===== src/mcbs_pkg.sv =====
// shared types and constants for the mip chain byte size block
package mcbs_pkg;

  // texture format codes
  typedef enum logic [1:0] {
    FMT_RGBA8 = 2'd0,
    FMT_BC7   = 2'd1,
    FMT_ASTC  = 2'd2,
    FMT_OTHER = 2'd3
  } fmt_t;

  // default dimension width
  localparam int DIM_BITS_DEFAULT = 16;

  // block edge of 4 pixels, 16 bytes per block, 4 bytes per pixel
  localparam int BLOCK_EDGE_SHIFT  = 2;
  localparam int BLOCK_BYTES_SHIFT = 4;
  localparam int PIXEL_BYTES_SHIFT = 2;

  localparam int BYTES_BITS = 32;
  localparam int LEVEL_COUNT_BITS = 5;

  // true for the 4x4 block compressed formats
  function automatic logic is_block(fmt_t f);
    logic r;
    case (f)
      FMT_BC7:  r = 1'b1;
      FMT_ASTC: r = 1'b1;
      default:  r = 1'b0;
    endcase
    return r;
  endfunction

endpackage


===== src/mcbs_setup.sv =====
// first pipeline stage: larger dimension and level count by priority encoder
module mcbs_setup #(
  parameter int DIM_BITS = mcbs_pkg::DIM_BITS_DEFAULT,
  parameter int CW = $clog2(DIM_BITS + 1)
) (
  input  logic                clk,
  input  logic                rst,
  input  logic                en,
  input  logic                valid_in,
  input  mcbs_pkg::fmt_t      fmt_in,
  input  logic [DIM_BITS-1:0] w_in,
  input  logic [DIM_BITS-1:0] h_in,
  output logic                valid_out,
  output mcbs_pkg::fmt_t      fmt_out,
  output logic [DIM_BITS-1:0] w_out,
  output logic [DIM_BITS-1:0] h_out,
  output logic [CW-1:0]       count_out
);
  import mcbs_pkg::*;

  logic [DIM_BITS-1:0] big;
  logic [CW-1:0]       count_next;

  always_comb begin
    big = (w_in > h_in) ? w_in : h_in;
    count_next = '0;
    // lowest to highest so the top set bit wins
    for (int b = 0; b < DIM_BITS; b++) begin
      if (big[b]) begin
        count_next = CW'(b + 1);
      end
    end
  end

  always_ff @(posedge clk) begin
    if (rst) begin
      valid_out <= 1'b0;
    end else if (en) begin
      valid_out <= valid_in;
    end
  end

  always_ff @(posedge clk) begin
    if (en) begin
      fmt_out   <= fmt_in;
      w_out     <= w_in;
      h_out     <= h_in;
      count_out <= count_next;
    end
  end

endmodule


===== config.mk =====
export PLATFORM = sky130hd
export DESIGN_NAME = mcbs_setup
export DESIGN_NICKNAME = d
export VERILOG_FILES = /design/src/mcbs_pkg.sv /design/src/mcbs_setup.sv
export SDC_FILE = /design/constraint.sdc
export NUM_CORES = 1
export LEC_CHECK = 0
export ABC_CLOCK_PERIOD_IN_PS = 3500
export BUFFER_PORTS_ARGS = -buffer_cell sky130_fd_sc_hd__buf_2
export CAP_MARGIN = 10
export CORE_UTILIZATION = 50
export DETAILED_ROUTE_END_ITERATION = 12
export PLACE_DENSITY_LB_ADDON = 0.25
export SYNTH_ARGS = -nofsm -noshare
export SYNTH_HDL_FRONTEND = slang
export SYNTH_SLANG_ARGS = --single-unit
export TNS_END_PERCENT = 1

===== constraint.sdc =====
create_clock -name clk -period 3.5 [get_ports clk]
set_input_delay 0.35 -clock clk [delete_from_list [all_inputs] [get_ports clk]]
set_output_delay 0.35 -clock clk [all_outputs]
set_load 0.1 [all_outputs]

==> impl_metrics.tcl <==
set metrics [dict create \
    outcome "complete, no violations" \
    crit_path_start_kind "input pin" \
    dp_hpwl_um 3110 \
    wirelength_um 4010 \
    die_w_um 64.9 \
    ios 78 \
    clk_latency_ns 0.28 \
    synthCells 147 \
    drtAntennaViolNets 0 \
    crit_type "input pin to register" \
    cp.arrival_ns 1.99 \
    cp.required_ns 3.54 \
    ys_top_cells_by_area "edfxtp_1, ha_1, a21oi_1, mux2_4, inv_1" \
    slew_headroom 0.410 \
    layout_commonest_cell "buf_2" \
    hold_path_depth 2 \
    syn_to_final_growth_pct 26.7 \
    cp_max_fo 6 \
    leakagePower_nw 1.12 \
    grt_pass1_vias 1363 \
    cts_buffer_depth 2 \
    finalSetupViolations 0 \
    std_cell_rows 22 \
    max-cap-violations 0 \
    synth_ff_type "edfxtp_1" \
    post_cts_buffers 0 \
    initial_core_util 0.532 \
    port_buffers 77 \
    synth_edf_count 39 \
    grtUsageTotal 0.203 \
    r2r.worst_path.cells 2 \
    final_nets 285 \
    async_reset_ff_frac 0 \
    root_buffer "clkbuf_8" \
    avgSynthCellArea_um2 13.4 \
    grt_overflow_total 0 \
    gp_congestion 0.824 \
    cts_tree "yes" \
    num_vias 1516 \
    synth-seq-cells 40 \
    yosysWarnings 0 \
    grt_antenna_before_repair 0 \
    coreArea_um2 3720 \
    tightest_slew_ns 0.884 \
    finalHoldViolCount 0 \
    die-area_um2 4210 \
    rsz0062_at_grt "false" \
    yosysTopAreaCell "edfxtp_1" \
    numCtsBuffers 5 \
    drc 0 \
    yosysUniqueCellTypes 35 \
    path_clk_slew_ns 0.07 \
    grt_first_pass_wirelength_um 6200 \
    power.total_mw 1.32 \
    htree_levels 2 \
    nFillCells 306 \
    final_layout_size_suffix_gt1_frac 0.418 \
    viasPerCell 5.41 \
    antenna_cells 0 \
    fin_crit_sh 0.556 \
    cts_resized 0 \
    layout_min_cycle_time_ns 1.95 \
    skew_ns 0 \
    clock-sinks 40 \
    layout_common_cells "buf_2, edfxtp_1, inv_1" \
    grt_max_degree 41 \
    hp-class "input pin to register" \
    first_pass_iters 4 \
    syn-cell-area_um2 1980 \
    max_freq_mhz 514 \
    die_y_um 64.9 \
    syn_nets 201 \
    end_kind "register" \
    power_density_nw_per_um2 526 \
    synth_top_area_frac 0.592 \
    setup_tns_ns 0 \
    drtIter0Drc 106 \
    wl_per_cell_um 14.3 \
    vdd_drop_max_mv 0.393 \
    drv_slew 0 \
    hold_buffers 0 \
    ys_seq_area_frac 0.603 \
]
## state kept, by name, indices dropped and copies added (netlist names)
name,count
h_out,16
w_out,16
count_out,5
fmt_out,2
valid_out,1
## kinds of logic (layout without fill, tap and decap cells)
kind of cell             count (synthesis)  in the layout  synth area share
multiplexers                             6              6            0.0430
buffers and inverters                   19            104            0.0361
AO/OA/AOI/OAI                           39             39             0.142
flip-flops                              40             40             0.603
AND/OR/NAND/NOR                         27             27            0.0753
adder cells (fa/ha/maj)                 16             16             0.101
## routing by layer
| layer | track usage | share of wire |
|---|---|---|
| met1 | 0.247 | 0.41 |
| met2 | 0.337 | 0.50 |
| met3 | 0.0493 | 0.071 |
| met4 | 0.0972 | 0.025 |
| met5 | 0 | 0 |
## worst paths after layout
kind              slack (ns)      endpoint      start
setup / recovery        1.55  count_out[2]    h_in[9]
hold / removal          0.22     valid_out        rst
setup reg to reg        2.91     valid_out  valid_out
hold reg to reg         0.51     valid_out  valid_out
## through the flow
step	hold WS (ns)	cell area (um^2)	std cells	utilization	setup slack, ns
after floorplan	0.422	1980	147	-	1.56
after global placement	0.475	2420	272	0.652	1.37
after detailed placement	0.506	2420	272	0.652	1.26
after CTS	0.212	2500	280	0.674	1.58
after global routing	0.220	2500	280	0.674	1.51
final	0.215	2500	280	0.674	1.55
## synth_stat cells (2+ instances only)
master,count
a211oi_1,3
mux2_4,5
nor2_1,10
edfxtp_1,39
nor4_1,4
nor3_1,2
o41ai_1,2
o21ai_0,4
nand4_1,3
inv_1,19
ha_1,16
nand3_1,3
a21oi_1,15
## power breakdown
part           switching [mW]  total (mW)  internal (mW)
logic                   0.371       0.452         0.0816
registers             0.00825       0.578          0.570
clock network           0.152       0.287          0.135
## critical path, cell delays in order
cell	delay [ns]
buf_2	0.14
inv_1	0.05
ha_1	0.28
a21o_1	0.18
nand3_1	0.08
a21oi_1	0.06
a211oi_1	0.31
a22o_4	0.23
mux2_4	0.30
## area by class of cell
class	count	area (um^2)	share of cell area
Tap cell	48	60.1	0.0240
Clock inverter	3	13.8	0.00549
Timing Repair Buffer	77	385	0.154
Inverter	19	71.3	0.0285
Clock buffer	5	68.8	0.0275
Multi-Input combinational cell	88	714	0.285
Sequential cell	40	1190	0.476
Note: power is estimated with default switching activity, not from simulation.
