==> src/mcbs_pkg.sv <==
// shared types and constants for the mip chain byte size block
package mcbs_pkg;

  // texture format codes
  typedef enum logic [1:0] {
    FMT_RGBA8 = 2'd0,
    FMT_BC7   = 2'd1,
    FMT_ASTC  = 2'd2,
    FMT_OTHER = 2'd3
  } fmt_t;

  // default dimension width
  localparam int DIM_BITS_DEFAULT = 16;

  // block edge of 4 pixels, 16 bytes per block, 4 bytes per pixel
  localparam int BLOCK_EDGE_SHIFT  = 2;
  localparam int BLOCK_BYTES_SHIFT = 4;
  localparam int PIXEL_BYTES_SHIFT = 2;

  localparam int BYTES_BITS = 32;
  localparam int LEVEL_COUNT_BITS = 5;

  // true for the 4x4 block compressed formats
  function automatic logic is_block(fmt_t f);
    logic r;
    case (f)
      FMT_BC7:  r = 1'b1;
      FMT_ASTC: r = 1'b1;
      default:  r = 1'b0;
    endcase
    return r;
  endfunction

endpackage

==> src/mcbs_level.sv <==
// one mip level stage: byte size of this level, accumulate the previous level
module mcbs_level #(
  parameter int DIM_BITS = mcbs_pkg::DIM_BITS_DEFAULT,
  parameter int CW = $clog2(DIM_BITS + 1),
  parameter int LEVEL = 0
) (
  input  logic                clk,
  input  logic                rst,
  input  logic                en,
  input  logic                valid_in,
  input  mcbs_pkg::fmt_t      fmt_in,
  input  logic [DIM_BITS-1:0] w_in,
  input  logic [DIM_BITS-1:0] h_in,
  input  logic [CW-1:0]       count_in,
  input  logic [31:0]         sum_in,
  input  logic [31:0]         prod_in,
  output logic                valid_out,
  output mcbs_pkg::fmt_t      fmt_out,
  output logic [DIM_BITS-1:0] w_out,
  output logic [DIM_BITS-1:0] h_out,
  output logic [CW-1:0]       count_out,
  output logic [31:0]         sum_out,
  output logic [31:0]         prod_out
);
  import mcbs_pkg::*;

  logic [DIM_BITS-1:0]   wl, hl, ma, mb;
  logic [DIM_BITS+1:0]   wr, hr;
  logic [2*DIM_BITS-1:0] full;
  logic [63:0]           ext;
  logic                  blk;
  logic [31:0]           prod_next;

  always_comb begin
    // dimension at this level, clamped to one
    wl = w_in >> LEVEL;
    hl = h_in >> LEVEL;
    if (wl == '0) wl = DIM_BITS'(1);
    if (hl == '0) hl = DIM_BITS'(1);
    // block counts, rounded up; two spare bits keep the +3 from wrapping
    wr = ({2'b00, wl} + (DIM_BITS + 2)'(3)) >> BLOCK_EDGE_SHIFT;
    hr = ({2'b00, hl} + (DIM_BITS + 2)'(3)) >> BLOCK_EDGE_SHIFT;
    blk = is_block(fmt_in);
    ma = blk ? wr[DIM_BITS-1:0] : wl;
    mb = blk ? hr[DIM_BITS-1:0] : hl;
    full = ma * mb;
    ext = 64'(full);
    if (blk) begin
      ext = ext << BLOCK_BYTES_SHIFT;
    end else begin
      ext = ext << PIXEL_BYTES_SHIFT;
    end
    // levels beyond the chain contribute nothing
    prod_next = (count_in > CW'(LEVEL)) ? ext[31:0] : 32'd0;
  end

  always_ff @(posedge clk) begin
    if (rst) begin
      valid_out <= 1'b0;
    end else if (en) begin
      valid_out <= valid_in;
    end
  end

  always_ff @(posedge clk) begin
    if (en) begin
      fmt_out   <= fmt_in;
      w_out     <= w_in;
      h_out     <= h_in;
      count_out <= count_in;
      sum_out   <= sum_in + prod_in;
      prod_out  <= prod_next;
    end
  end

endmodule

==> config.mk <==
export PLATFORM = sky130hd
export DESIGN_NAME = mcbs_level
export DESIGN_NICKNAME = d
export VERILOG_FILES = /design/src/mcbs_pkg.sv /design/src/mcbs_level.sv
export SDC_FILE = /design/constraint.sdc
export NUM_CORES = 1
export LEC_CHECK = 0
export ABC_CLOCK_PERIOD_IN_PS = 9550
export BUFFER_PORTS_ARGS = -buffer_cell sky130_fd_sc_hd__buf_2
export CAP_MARGIN = 10
export CORE_UTILIZATION = 60
export DETAILED_ROUTE_END_ITERATION = 16
export PLACE_DENSITY = 0.8
export SYNTH_ARGS = -nofsm -noshare
export SYNTH_HDL_FRONTEND = slang
export SYNTH_SLANG_ARGS = --single-unit
==> constraint.sdc <==
create_clock -name clk -period 9.55 [get_ports clk]
set_input_delay 0.4775 -clock clk [delete_from_list [all_inputs] [get_ports clk]]
set_output_delay 0.4775 -clock clk [all_outputs]
set_load 0.005 [all_outputs]
==> impl_results.md <==
- Clk_lat worst skew: 360 ps
- # DRC: 0
- GRT Util Overall: 35.04%
- Die Width: 155.1 um
- Post-synth EDFFs: 101
- Hold WS: 273.2 ps
- Register area share after synthesis: 21.71%
- Hold WC Path Type: input port to flip-flop
- Share of layout cells above drive strength 1: 15.63%
- Final hold violation count: 0
- Vias in the first global route: 12.42k
- Synth area leaders: fa_1, edfxtp_1, ha_1
- Asr flop ratio synth: 0%
- Post-DP HPWL: 32720 um
- Post-synth top area share: 27.62%
- Largest net degree at the start of global routing: 54
- Critical Path Sink Type: flip-flop
- Gpl congestion: 0.9768
- PortBufs: 208
- Num CTS Buffers: 9
- Setup TNS: 0 ps
- CTS root buffer: clkbuf_16
- Clock skew: 0 ps
- Core area: 0.02278 mm2
- Die ar.: 0.02405 mm2
- First-pass GRT wire length: 63680 um
- Clock-pin slew on the worst setup and hold paths: 80 ps
- ANT nets after route: 0
- RSZ-0062 raised after global routing: false
- Setup Fix Bufs, Post-CTS: 0
- Worst slew margin: 20.30%
- Top post-synthesis cells by count: inv_1, fa_1, nor2_1
- Most frequent cell after synthesis: inv_1
- Fmax: 118.2 MHz
- Max_cap viols: 0
- Cell Area, Synth: 0.01406 mm2
- DR pass1 iterations: 5
- Routed wire per std cell: 19.92 um
- DR vias: 11.76k
- Final #Nets: 2118
- Total grt overflow: 0
- CTS Buffer Depth: 2
- Critical Path RT: 9660 ps
- Startpoint Class: input port
- Yosys Warn Count: 0
- Final min period: 8460 ps
- Layout area overhead: 12.24%
- Yosys reg bits: 102
- Die height: 155.1 um
- Final Max Tran Viols: 0
- Initial core utilization: 61.72%
- Post-CTS Hold Buffers: 0
- Vias/cell: 5.850
- Post-synth cell types: 67
- Worst path arrival time: 8570 ps
- Main synth FF type: edfxtp_1
- Io pins: 211
- Starting DRT DRC Count: 880
- Syn Inst Count: 1502
- CP max stage cell: fa_1
- Crit Path Category: input port to flip-flop
- Cell taking the most area after synthesis: fa_1
- Outcome: complete, no violations
- Fill cell count: 1742
- Antenna violations before repair: 1
- CP most frequent cell: fa_1
- Worst-path fanout max: 10
- Final worst path period share: 88.59%
- CTS-repair resized insts: 0
- Clock sink count: 102
- Core Rows: 55
- Bufs and invs on worst path: 5
- CTS tree: yes
- Synth Area per Inst: 9.361 um2
- Crit path max-delay family: adder cells
- Drt total wl: 40030 um
- Final-report setup violation count: 0
- Max incr delay on CP: 550 ps
- Worst Tran Pin Value: 1196 ps
- CTS H-tree depth: 3
-- cells by family (layout without fill, tap and decap cells) --
kind of cell,Yosys count,in the layout,synth area share (%)
and+or+nand+nor,464,464,14.51
adders and majority gates,320,320,38.84
buffers and inverters,295,488,8.054
AOI/OAI and AO/OA,231,231,11.06
DFF,102,102,21.71
xor gates and xnor gates,67,67,4.174
muxes,22,22,1.628
other,1,3,0.02667
-- stage by stage --
| step | worst slack, ps | std cells | util (%) | instance area, um2 |
|---|---|---|---|---|
| after floorplan | 1636 | 1503 | - | 14060 |
| after global placement | 1059 | 1993 | 67.85 | 15450 |
| after detailed placement | 861.1 | 1993 | 67.85 | 15450 |
| after CTS | 1247 | 2009 | 69.27 | 15780 |
| after global routing | 597.7 | 2010 | 69.28 | 15780 |
| final | 1090 | 2010 | 69.28 | 15780 |
-- path summary, 6_finish.rpt --
kind / startpoint / to / slack [ps] / cells after the start
max: h_in[3] / prod_out[24]$_SDFFCE_PP0P_ / 1090 / 28
min: rst / valid_out$_SDFFE_PP0P_ / 270 / 2
max reg2reg: valid_out$_SDFFE_PP0P_ / valid_out$_SDFFE_PP0P_ / 8950 / 2
min reg2reg: valid_out$_SDFFE_PP0P_ / valid_out$_SDFFE_PP0P_ / 520 / 2
-- cell usage in the layout (no fill, tap or decap), types with 24 or more instances in the layout --
cell	synthesis	layout
a21o_1	37	37
a21oi_1	65	65
and3_1	24	24
buf_2	5	207
edfxtp_1	101	101
fa_1	194	194
ha_1	126	125
inv_1	242	242
nand2_1	156	156
nor2_1	184	183
o21ai_0	27	27
xnor2_1	53	53
-- metal layers --
metal	global-route usage (%)	wire length (um)	share of wire, %	vias to the layer above
met5	0	0	0	-
met4	19.94	2444	6.1	0
met3	6.267	3306	8.3	146
met2	59.91	19380	48	582
met1	41.80	14900	37	5751
li1	-	-	-	5279
-- flip-flops by register name (all words and copies together) (netlist names) --
name       flops
count_out      5
fmt_out        2
h_out         16
prod_out      30
sum_out       32
valid_out      1
w_out         16
-- final cells by class --
class	count	area, um2	share of cell area, %
clock inverter	7	97.59	0.6185
tap	313	391.6	2.482
timing repair buffer	230	1209	7.659
multi-input combinational	1106	9893	62.69
sequential	102	3053	19.35
inverter	242	908.4	5.756
clock buffer	9	225.2	1.427
antenna	1	2.502	0.01586
-- worst reg2reg max path, cell delays in order, from the launching register on --
cell,delay (ps)
dfxtp_1,320
mux2i_1,130
nor2_1,60
Power is left out: the tool's default activity adds up to more than one toggle a clock period on the data nets, which glitch-free logic cannot reach.
